`src/sv/sem_pkg.sv`:
```
// Shared constants and controller/datapath interface types for the Sobel edge core.
`timescale 1ns / 1ps
package sem_pkg;
	localparam int MAX_WIDTH_DEF = 1024;
	localparam int CH_W = 8;
	localparam int PIX_W = 3 * CH_W;
	localparam int CFG_W = 12;
	localparam int ROW_W = 12;
	localparam int SUM_W = 21;
	localparam int WIDTH_RESET = 640;
	localparam logic [ROW_W-1:0] HEIGHT_RESET = 12'd480;
	localparam logic [SUM_W-1:0] SAT_SUM = 21'd64771;
	localparam logic [0:0] REG_WIDTH = 1'b0;
	localparam logic [0:0] REG_HEIGHT = 1'b1;

	typedef struct packed {
		logic load;
		logic rd_en;
		logic [1:0] rd_col;
		logic cap_en;
		logic [1:0] cap_col;
		logic grad;
		logic square;
		logic root_init;
		logic root_step;
		logic [2:0] root_bit;
		logic emit;
		logic write;
	} cmd_t;

	typedef struct packed {
		logic need_emit;
		logic drain;
		logic out_free;
	} stat_t;
endpackage

```
`src/sv/sem_ctrl.sv`:
```
// Controller: sequences accept, window read, gradient, square root and write-back.
`timescale 1ns / 1ps
module sem_ctrl (
	input  logic           clk,
	input  logic           arst_n,
	input  logic           s_axis_tvalid,
	output logic           s_axis_tready,
	input  sem_pkg::stat_t stat,
	output sem_pkg::cmd_t  cmd
);
	import sem_pkg::*;

	localparam logic [3:0] S_IDLE   = 4'd0;
	localparam logic [3:0] S_DECIDE = 4'd1;
	localparam logic [3:0] S_READ   = 4'd2;
	localparam logic [3:0] S_CAP    = 4'd3;
	localparam logic [3:0] S_GRAD   = 4'd4;
	localparam logic [3:0] S_SQR    = 4'd5;
	localparam logic [3:0] S_ROOT   = 4'd6;
	localparam logic [3:0] S_ROUND  = 4'd7;
	localparam logic [3:0] S_WRITE  = 4'd8;

	logic [3:0] state_q, state_d;
	logic [2:0] cnt_q, cnt_d;

	assign s_axis_tready = state_q == S_IDLE;

	always_comb begin
		state_d = state_q;
		cnt_d = cnt_q;
		cmd = '0;
		cmd.rd_col = cnt_q[1:0];
		cmd.cap_col = cnt_q[1:0] - 2'd1;
		cmd.root_bit = cnt_q;
		unique case (state_q)
			S_IDLE: begin
				cmd.load = s_axis_tvalid;
				if (s_axis_tvalid) begin
					state_d = S_DECIDE;
				end
			end
			S_DECIDE: begin
				cnt_d = '0;
				priority if (stat.need_emit) begin
					state_d = S_READ;
				end else if (!stat.drain) begin
					state_d = S_WRITE;
				end else begin
					state_d = S_IDLE;
				end
			end
			S_READ: begin
				cmd.rd_en = 1'b1;
				cmd.cap_en = cnt_q != '0;
				if (cnt_q == 3'd2) begin
					state_d = S_CAP;
				end else begin
					cnt_d = cnt_q + 3'd1;
				end
			end
			S_CAP: begin
				cmd.cap_en = 1'b1;
				cmd.cap_col = 2'd2;
				state_d = S_GRAD;
			end
			S_GRAD: begin
				cmd.grad = 1'b1;
				state_d = S_SQR;
			end
			S_SQR: begin
				cmd.square = 1'b1;
				cmd.root_init = 1'b1;
				cnt_d = 3'd7;
				state_d = S_ROOT;
			end
			S_ROOT: begin
				cmd.root_step = 1'b1;
				if (cnt_q == '0) begin
					state_d = S_ROUND;
				end else begin
					cnt_d = cnt_q - 3'd1;
				end
			end
			S_ROUND: begin
				if (stat.out_free) begin
					cmd.emit = 1'b1;
					state_d = stat.drain ? S_IDLE : S_WRITE;
				end
			end
			S_WRITE: begin
				cmd.write = 1'b1;
				state_d = S_IDLE;
			end
			default: begin
				state_d = S_IDLE;
			end
		endcase
	end

	always_ff @(posedge clk or negedge arst_n) begin
		if (!arst_n) begin
			state_q <= S_IDLE;
			cnt_q <= '0;
		end else begin
			state_q <= state_d;
			cnt_q <= cnt_d;
		end
	end
endmodule

```
`config.mk`:
```
export PLATFORM = sky130hd
export DESIGN_NAME = sem_ctrl
export DESIGN_NICKNAME = d
export VERILOG_FILES = /design/src/sv/sem_pkg.sv /design/src/sv/sem_ctrl.sv
export SDC_FILE = /design/constraint.sdc
export NUM_CORES = 1
export LEC_CHECK = 0
export ABC_AREA = 0
export BUFFER_PORTS_ARGS = -buffer_cell sky130_fd_sc_hd__buf_2
export CAP_MARGIN = 15
export CORE_MARGIN = 5
export CORE_UTILIZATION = 50
export CTS_BUF_LIST = sky130_fd_sc_hd__clkbuf_4
export DETAILED_ROUTE_END_ITERATION = 16
export MAX_ROUTING_LAYER = met4
export PLACE_DENSITY_LB_ADDON = 0.15
export SKIP_CTS_REPAIR_TIMING = 1
export SYNTH_ARGS = -nofsm -noshare
export SYNTH_HDL_FRONTEND = slang
export SYNTH_SLANG_ARGS = --single-unit
```
`constraint.sdc`:
```
create_clock -name clk -period 2.1 [get_ports clk]
set_input_delay 0.21 -clock clk [delete_from_list [all_inputs] [get_ports clk]]
set_output_delay 0.21 -clock clk [all_outputs]
set_load 0.05 [all_outputs]
```
==> results of run 1 <==
[worst max-delay path, cell delays in order, from the launching register on]
cell and delay (ns):
sky130_fd_sc_hd__dfrtp_1 0.46, sky130_fd_sc_hd__inv_1 0.12, sky130_fd_sc_hd__ha_1 0.21, sky130_fd_sc_hd__nand2b_1 0.13, sky130_fd_sc_hd__nor2_1 0.06, sky130_fd_sc_hd__nor3_2 0.15, sky130_fd_sc_hd__buf_2 0.28
[path summary, 6_finish.rpt]
| check | to | slack (ns) | cells past startpoint |
|---|---|---|---|
| worst min register to register | state_q[1] | 0.61 | 2 |
| max in group asynchronous | state_q[1] | 1.63 | 2 |
| worst max register to register | cnt_q[2] | 0.36 | 7 |
| worst max-delay path | cmd[11] | 0.23 | 6 |
| min in group asynchronous | cnt_q[0] | 0.31 | 2 |
| worst min-delay path | state_q[3] | 0.12 | 2 |
[flip-flops by register name, indices dropped and copies added, names as in the netlist]
name / count
state_q: 4
cnt_q: 3
[synth_stat cells (2+ instances only)]
master	count
sky130_fd_sc_hd__a21oi_1	4
sky130_fd_sc_hd__and2_1	2
sky130_fd_sc_hd__buf_2	4
sky130_fd_sc_hd__buf_4	5
sky130_fd_sc_hd__dfrtp_1	7
sky130_fd_sc_hd__ha_1	3
sky130_fd_sc_hd__inv_1	4
sky130_fd_sc_hd__nand2_1	7
sky130_fd_sc_hd__nand2b_1	4
sky130_fd_sc_hd__nand3_1	2
sky130_fd_sc_hd__nand3b_1	2
sky130_fd_sc_hd__nor2_1	4
sky130_fd_sc_hd__nor3_1	3
sky130_fd_sc_hd__nor4_1	4
sky130_fd_sc_hd__o21ai_0	3
[metal layers]
metal | global-route usage [%] | routed length [um] | up-vias
li1 | - | - | 328
met1 | 20.0 | 720 | 314
met2 | 26.5 | 823 | 19
met3 | 7.14 | 111 | 0
met4 | 4.84 | 0 | 0
met5 | - | 0 | -
[kinds of logic after synthesis]
kind of cell	share of synthesized area (%)
buf+inv	11.9
flops	24.9
xor+xnor	4.80
mux	5.15
fa+ha+maj	5.33
simple gates	26.1
compound gates	21.9
[stage by stage]
step	std cells	cell area [um^2]	setup slack, ns	hold WS, ns	setup TNS [ns]
final	117	852	0.229	0.117	0
after global routing	117	852	0.108	0.102	0
after CTS	116	842	0.201	-0.225	0
after detailed placement	112	812	0.360	0.0504	0
after global placement	112	812	0.454	0.0469	0
after floorplan	81	722	-0.219	-0.0856	-0.280
[area by class of cell]
class	instances	share of cell area, %
Multi-Input combinational cell	60	54.3
Clock buffer	4	3.52
Inverter	4	1.76
Tap cell	15	2.20
Timing Repair Buffer	27	17.6
Sequential cell	7	20.6
==> out/metrics.sh, run 1 <==
MAXIMUM_NUMBER_OF_BUFFERS_FROM_CLOCK_ROOT_TO_SINK=2
ENDPOINT_KIND='output pin'
VERTICAL_DIE_DIMENSION_UM=47.5
DETAIL_ROUTE.WIRELENGTH_MM=1.66
INSERTION_DELAY_NS=0.25
WIRE_PER_INST_UM=14.1
LAYOUT_WORST_PATH_CYCLE_SHARE_PCT=89.1
GRT_PASS1_VIAS=563
GRT_START_MAX_NET_PINS=19
WORST_HOLD_STARTPOINT='stat[1]'
DIE_AR_MM2=0.00226
SYN-MEAN-INSTANCE-AREA_UM2=8.70
OUTCOME='finished, final reports clean'
CLOCK_SKEW_NS=0.00388
IO_PINS=23
FINAL_COMMON_CELL='sky130_fd_sc_hd__buf_2'
DRT_ITER0_DRC=15
YOSYS_REGISTER_BITS=7
NUMBER_OF_ANTENNA_VIOLATIONS_AT_THE_FIRST_CHECK_IN_GLOBAL_ROUTING=0
FLOORPLAN.ROWS=13
GRT_USAGE_PCT=17.0
SETUP_REPAIR_AFTER_GLOBAL_ROUTING_MISSED_ITS_MARGIN='false'
DOMINANT_REGISTER_CELL_IN_THE_SYNTHESIZED_NETLIST='sky130_fd_sc_hd__dfrtp_1'
SETUP-VIOLATIONS-FINAL=0
ROUTED_VIA_DENSITY=5.65
DRT_FIRST_PASS_ITERS=4
CATEGORY_OF_THE_CRITICAL_SETUP_TIMING_PATH='flip-flop to output pin'
RESIDUAL_OVERFLOW_FROM_GLOBAL_ROUTING=0
GPL.FINAL_WEIGHTED_CONGESTION=0.839
TIGHTESTPINTRANSITION_NS=0.323
SYNTH_EDF_COUNT=0
SYN-INSTANCE-COUNT=81
CTS_TREE='built'
FINAL_LAYOUT_SIZE_SUFFIX_GT1_SHARE_PCT=38.2
STARTING_DENSITY_OF_THE_CORE_PCT=53.5
SLEW_HEADROOM_PCT=78.4
MAXCAPVIOLCOUNT=0
ANTENNA_CELLS_INSERTED=0
REPORT.FINAL.SLEW_VIOL_COUNT=0
ARRIVAL_NS=1.66
CRITICAL_PATH.REG2REG.STARTPOINT='state_q[3]'
CORE-AREA_MM2=0.00132
IO_BUFFER_COUNT=22
CTS_INSERTED_BUFFERS=3
SYNTHTOLAYOUTAREAGROWTH_PCT=21.0
YS.WARNINGS.COUNT=0
CRITICAL_PATH_REQUIRED_NS=1.89
CTS_MAX_LEVEL=1
SETUP.WORST_PATH.START='cnt_q[1]'
DIE-WIDTH_UM=47.5
WORSTPATHMAXFANOUT=7
NFILLCELLS=119
FINAL-SEQ-AREA_UM2=175
TIMING.HOLD.WORST.CLASS='primary input to flip-flop'
CRIT_PATH_START_KIND='flip-flop'
YOSYSSEQAREASHARE_PCT=24.9
VIA_COUNT=661
MULTI_INPUT_COMB_AREA_UM2=463
SYNTHESIS.AREA_UM2=704
FINAL-HOLD-VIOLATION-COUNT=0
GLOBAL_ROUTE_WIRE_LENGTH_BEFORE_REPAIR_MM=2.55
SYNTHARSTFLOPSHARE_PCT=100
SYNTH_TOP_AREA_SHARE_PCT=24.9
NNETSFINAL=112
SYNTH.AREA.TOP_CELLS='sky130_fd_sc_hd__dfrtp_1 (25%), sky130_fd_sc_hd__buf_4 (5.3%), sky130_fd_sc_hd__ha_1 (5.3%)'
FINALCRITICALPERIOD_NS=1.87
SYNTH.NET_COUNT=90
WORST_SETUP_HOLD_PATH_CLK_SLEW_NS=0.05
LAYOUT.CORE_UTILIZATION_PCT=64.7
ANTENNA_LEFT=0
COMMONEST_CELLS_AFTER_ROUTING_FILL_AND_TAPS_ASIDE='sky130_fd_sc_hd__buf_2 (22), sky130_fd_sc_hd__nand2_1 (7), sky130_fd_sc_hd__dfrtp_1 (7)'
DP_HPWL_MM=1.22
ROUTE.DETAILED.DRC=0
CTS_ROOT_BUFFER='sky130_fd_sc_hd__clkbuf_4'
SINKS_ON_CLOCK_NET=7
SYNTHDOMINANTAREACELLTYPE='sky130_fd_sc_hd__dfrtp_1'
SYNTH.DISTINCT_CELLS=38
ACHIEVABLE-FREQUENCY_GHz=0.534
Power of run 1 is left out: the tool's default activity adds up to more than one toggle a clock period on the data nets, which glitch-free logic cannot reach.
==> inputs of run 2 (changes only) <==
==> constraint.sdc (replaced) <==
create_clock -name clk -period 2.1 [get_ports clk]
set_input_delay 0.21 -clock clk [delete_from_list [all_inputs] [get_ports clk]]
set_output_delay 0.21 -clock clk [all_outputs]
set_load 0.1 [all_outputs]
==> out/metrics.sh, run 2 (synthesis results as in run 1) <==
ANTENNA_LEFT=0  # unchanged
ANTENNA_CELLS_INSERTED=0  # unchanged
SETUP-VIOLATIONS-FINAL=0  # unchanged
DRT_FIRST_PASS_ITERS=4  # unchanged
GRT_START_MAX_NET_PINS=19  # unchanged
RESIDUAL_OVERFLOW_FROM_GLOBAL_ROUTING=0  # unchanged
CTS_MAX_LEVEL=1  # unchanged
CLOCK_SKEW_NS=0.00710  # +0.00322 ns
DIE_AR_MM2=0.00226  # unchanged
CRITICAL-PATH-TOP-DELAY-FAMILY='simple AND/OR/NAND/NOR gates'
CRITPATHCAPTURE='cmd[1]'
DETAIL_ROUTE.WIRELENGTH_MM=1.81  # +9.1%
ARRIVAL_NS=1.63  # -0.03 ns
DETAILEDPLACE.WORSTSLACK_NS=0.289  # -0.0715 ns
VIA_COUNT=664  # +0.45%
REPORT.FINAL.SLEW_VIOL_COUNT=0  # unchanged
FINALCRITICALPERIOD_NS=1.84  # -0.0316 ns
DP_HPWL_MM=1.41  # +15%
WORSTPATHMAXFANOUT=17  # +10
CTS_TREE='built'
LARGEST_REGS='state_q (4), cnt_q (3)'
LAYOUT_WORST_PATH_CYCLE_SHARE_PCT=87.6  # -1.5 points
CRITPATHMAXSTAGEDELAY_NS=0.35  # -0.11 ns
VERTICAL_DIE_DIMENSION_UM=47.5  # unchanged
WORST_PATH_MAX_DELAY_CELL='sky130_fd_sc_hd__dfrtp_1'
CRITICAL_PATH_REQUIRED_NS=1.89  # about the same
CATEGORY_OF_THE_CRITICAL_SETUP_TIMING_PATH='flip-flop to output pin'
LARGEST_REGISTER_FF_COUNT=4  # unchanged
SYNTHTOLAYOUTAREAGROWTH_PCT=49.6
TIMING.HOLD.WORST.CLASS='primary input to flip-flop'
NNETSFINAL=112  # unchanged
WORST_SETUP_HOLD_PATH_CLK_SLEW_NS=0.05  # about the same
MAXIMUM_NUMBER_OF_BUFFERS_FROM_CLOCK_ROOT_TO_SINK=2  # unchanged
FLOORPLAN.ROWS=13  # unchanged
NUMBER_OF_ANTENNA_VIOLATIONS_AT_THE_FIRST_CHECK_IN_GLOBAL_ROUTING=0  # unchanged
IO_BUFFER_COUNT=22  # unchanged
MAXCAPVIOLCOUNT=0  # unchanged
FINAL-HOLD-VIOLATION-COUNT=0  # unchanged
HOLD_SLACK_NS=0.120  # +0.00228 ns
TIMING.REG2REG.WORST_PATH_DEPTH=7  # unchanged
REGMOSTFLOPS='state_q'
WIRE_PER_INST_UM=15.4  # +9.1%
CRITPATHBUFINV=2  # unchanged
OUTCOME='finished, final reports clean'
FINAL_LAYOUT_SIZE_SUFFIX_GT1_SHARE_PCT=48.0  # +9.8 points
SETUP_REPAIR_AFTER_GLOBAL_ROUTING_MISSED_ITS_MARGIN='false'
WORSTHOLDPATHCELLS=2  # unchanged
CRIT_PATH_START_KIND='flip-flop'
RRSETUPSLACK_NS=0.26  # -0.10 ns
SETUP.WORST_PATH.START='state_q[2]'
GPL.FINAL_WEIGHTED_CONGESTION=0.874  # +4.1%
GRT_PASS1_VIAS=675  # +20%
NFILLCELLS=81  # -32%
IO_PINS=23  # unchanged
LAYOUT_SETUP_WS_NS=0.260  # +0.0316 ns
GRT_USAGE_PCT=19.7  # +2.7 points
CTS_ROOT_BUFFER='sky130_fd_sc_hd__clkbuf_4'
CORE-AREA_MM2=0.00132  # unchanged
PATH_CELLS='buf_4, nor2b_1, nand3_1, nor2_2, buf_12'
FINAL_COMMON_CELL='sky130_fd_sc_hd__buf_2'
INSERTION_DELAY_NS=0.25  # about the same
ENDPOINT_KIND='output pin'
TIGHTESTPINTRANSITION_NS=0.490  # +0.167 ns
GLOBAL_ROUTE_WIRE_LENGTH_BEFORE_REPAIR_MM=3.02  # +18%
CTS_INSERTED_BUFFERS=3  # unchanged
RR_ENDPOINT='cnt_q[2]'
DIE-WIDTH_UM=47.5  # unchanged
CRIT_CELLS=5  # -1
ACHIEVABLE-FREQUENCY_GHz=0.544  # +1.7%
DRT_ITER0_DRC=5  # -10
ROUTED_VIA_DENSITY=5.68  # +0.45%
STARTING_DENSITY_OF_THE_CORE_PCT=53.5  # unchanged
CRITICAL_PATH.REG2REG.STARTPOINT='state_q[3]'
ROUTE.DETAILED.DRC=0  # unchanged
SLEW_HEADROOM_PCT=67.6  # -11 points
SINKS_ON_CLOCK_NET=7  # unchanged
LAYOUT.CORE_UTILIZATION_PCT=80.0  # +15 points
COMMONEST_CELLS_AFTER_ROUTING_FILL_AND_TAPS_ASIDE='sky130_fd_sc_hd__buf_2 (13), sky130_fd_sc_hd__buf_12 (9), sky130_fd_sc_hd__nand2_1 (7)'
WORST_HOLD_STARTPOINT='stat[1]'
-- run 2: how the worst min path moves through the flow --
stage                     slack (ns)          to
final                           0.12  state_q[3]
after global routing            0.13  state_q[3]
after CTS                      -0.22    cnt_q[1]
after detailed placement        0.05    cnt_q[1]
after global placement          0.05    cnt_q[1]
after floorplan                -0.09    cnt_q[2]
-- run 2: through the flow --
step	area (um^2)	setup TNS, ns	std cells
after floorplan	788	-1.38	81
after global placement	1010	0	112
after detailed placement	1010	0	112
after CTS	1040	0	116
after global routing	1050	0	117
final	1050	0	117
-- run 2: metal layers --
layer	up-vias	GRT usage, %	wire [um]
li1	330	-	-
met1	320	22.8	760
met2	14	34.2	972
met3	0	5.64	72
met4	0	3.23	0
met5	-	-	0
-- run 2: final cells by class --
cell class                      count  area (um^2)  area share (%)
Clock buffer                        4         30.0            2.85
Tap cell                           15         18.8            1.78
Timing Repair Buffer               27          285            27.1
Sequential cell                     7          184            17.5
Inverter                            4         15.0            1.43
Multi-Input combinational cell     60          520            49.4
Power of run 2 is left out for the same reason.
==> inputs of run 3 (changes only) <==
==> constraint.sdc (replaced) <==
create_clock -name clk -period 1.9 [get_ports clk]
set_input_delay 0.19 -clock clk [delete_from_list [all_inputs] [get_ports clk]]
set_output_delay 0.19 -clock clk [all_outputs]
set_load 0.1 [all_outputs]
==> out/metrics.sh, run 3 (synthesis results as in run 1) <==
OUTCOME='finished, final reports clean'
ANTENNA_CELLS_INSERTED=0  # unchanged
TIGHTESTPINTRANSITION_NS=0.485  # -0.00451 ns
USE_MET2_PCT=29.1  # -5.1 points
ROUTED_VIA_DENSITY=5.94  # +4.7%
COMMONEST_CELLS_AFTER_ROUTING_FILL_AND_TAPS_ASIDE='sky130_fd_sc_hd__buf_12 (12), sky130_fd_sc_hd__buf_2 (10), sky130_fd_sc_hd__nand2_1 (7)'
DRT_ITER0_DRC=15  # +10
CLOCK_SKEW_NS=0.00528  # -0.00182 ns
TIMING.REG2REG.WORST_PATH_DEPTH=7  # unchanged
SETUP_REPAIR_AFTER_GLOBAL_ROUTING_MISSED_ITS_MARGIN='false'
RESIDUAL_OVERFLOW_FROM_GLOBAL_ROUTING=0  # unchanged
CTS_INSERTED_BUFFERS=3  # unchanged
SETUP-VIOLATIONS-FINAL=0  # unchanged
CTS_MAX_LEVEL=1  # unchanged
SYNTHTOLAYOUTAREAGROWTH_PCT=57.2
ENDPOINT_KIND='output pin'
NUMBER_OF_ANTENNA_VIOLATIONS_AT_THE_FIRST_CHECK_IN_GLOBAL_ROUTING=0  # unchanged
LAYOUT_WORST_PATH_CYCLE_SHARE_PCT=94.7
FINAL_LAYOUT_SIZE_SUFFIX_GT1_SHARE_PCT=50.5  # +2.4 points
REGMOSTFLOPS='state_q'
FINALCRITICALPERIOD_NS=1.80
FINAL-HOLD-VIOLATION-COUNT=0  # unchanged
WORST_SETUP_HOLD_PATH_CLK_SLEW_NS=0.05  # about the same
DETAILEDPLACE.WORSTSLACK_NS=0.169  # -0.120 ns
IO_BUFFER_COUNT=22  # unchanged
LAYOUT_SETUP_WS_NS=0.101  # -0.159 ns
LARGEST_REGISTER_FF_COUNT=4  # unchanged
GRT_PASS1_VIAS=655  # -3.0%
SINKS_ON_CLOCK_NET=7  # unchanged
GRT_START_MAX_NET_PINS=19  # unchanged
MAXIMUM_NUMBER_OF_BUFFERS_FROM_CLOCK_ROOT_TO_SINK=2  # unchanged
LARGEST_REGS='state_q (4), cnt_q (3)'
NNETSFINAL=113  # +0.89%
SLEW_HEADROOM_PCT=67.9  # +0.30 points
FINAL_COMMON_CELL='sky130_fd_sc_hd__buf_12'
INSERTION_DELAY_NS=0.25  # about the same
GLOBAL_ROUTE_WIRE_LENGTH_BEFORE_REPAIR_MM=2.99  # -0.93%
TIMING.HOLD.WORST.CLASS='primary input to flip-flop'
MAXCAPVIOLCOUNT=0  # unchanged
ARRIVAL_NS=1.61  # -0.02 ns
CATEGORY_OF_THE_CRITICAL_SETUP_TIMING_PATH='flip-flop to output pin'
CORE-AREA_MM2=0.00132  # unchanged
REPORT.FINAL.SLEW_VIOL_COUNT=0  # unchanged
GRT_BUSIEST_LAYER='met2'
WIRE_PER_INST_UM=16.0  # +3.4%
CTS_ROOT_BUFFER='sky130_fd_sc_hd__clkbuf_4'
MET3_USAGE_PCT=3.01  # -2.6 points
GRT_USAGE_PCT=19.6  # -0.062 points
WORSTPATHMAXFANOUT=16  # -1
GRT_UTIL_MET1_PCT=26.7  # +3.9 points
ROUTE.DETAILED.DRC=0  # unchanged
ACHIEVABLE-FREQUENCY_GHz=0.556
DP_HPWL_MM=1.42  # +0.50%
ANTENNA_LEFT=0  # unchanged
CRIT_PATH_START_KIND='flip-flop'
GPL.FINAL_WEIGHTED_CONGESTION=0.841  # -3.7%
FLOORPLAN.ROWS=13  # unchanged
VIA_COUNT=701  # +5.6%
CRITICAL_PATH_REQUIRED_NS=1.71  # -0.18 ns
IO_PINS=23  # unchanged
DIE_AR_MM2=0.00226  # unchanged
CTS_TREE='built'
DIE-WIDTH_UM=47.5  # unchanged
DRT_FIRST_PASS_ITERS=4  # unchanged
WORSTHOLDPATHCELLS=2  # unchanged
DETAIL_ROUTE.WIRELENGTH_MM=1.88  # +4.3%
VERTICAL_DIE_DIMENSION_UM=47.5  # unchanged
STARTING_DENSITY_OF_THE_CORE_PCT=53.5  # unchanged
[run 3: cell types whose count changed in the layout (fill, tap and decap cells not counted), sizes merged]
cell  before  now
buf       26   27
[run 3: cell type report]
type,instances,area [um^2]
Tap cell,15,18.8
Multi-Input combinational cell,60,523
Sequential cell,7,179
Timing Repair Buffer,28,342
Fill cell,80,210
Inverter,4,15.0
Clock buffer,4,30.0
[run 3: worst paths after layout]
path / from / end / slack, ns
hold reg to reg: cnt_q[1] / cnt_q[1] / 0.59
max in group asynchronous: arst_n / cnt_q[2] / 1.44
setup reg to reg: state_q[3] / cnt_q[2] / 0.16
min in group asynchronous: arst_n / cnt_q[0] / 0.29
setup / recovery: state_q[1] / cmd[15] / 0.10
hold / removal: stat[1] / state_q[3] / 0.10
[run 3: stage by stage]
step                      area (um^2)  utilization (%)  hold slack, ns  instances  TNS, ns
after global routing             1110             84.0          0.0957        118        0
after floorplan                   797                -          -0.106         81    -2.06
final                            1110             84.0           0.101        118        0
after detailed placement         1060             80.5          0.0293        113        0
after CTS                        1090             82.8          -0.246        117        0
after global placement           1060             80.5          0.0251        113        0
[run 3: worst max-delay path, stage by stage (launching register included)]
cell and delay [ns]:
sky130_fd_sc_hd__dfrtp_1 0.38, sky130_fd_sc_hd__buf_4 0.22, sky130_fd_sc_hd__nor4_4 0.38, sky130_fd_sc_hd__and2_4 0.22
sky130_fd_sc_hd__buf_12 0.16
[run 3: metal layers]
metal  wire length [um]  vias up  part of all wire [%]
met3                118        4                   6.3
met1                803      331                    43
met4                  8        0                  0.42
li1                   -      337                     -
met5                  0        -                     0
met2                953       29                    51
Power of run 3 is left out for the same reason.
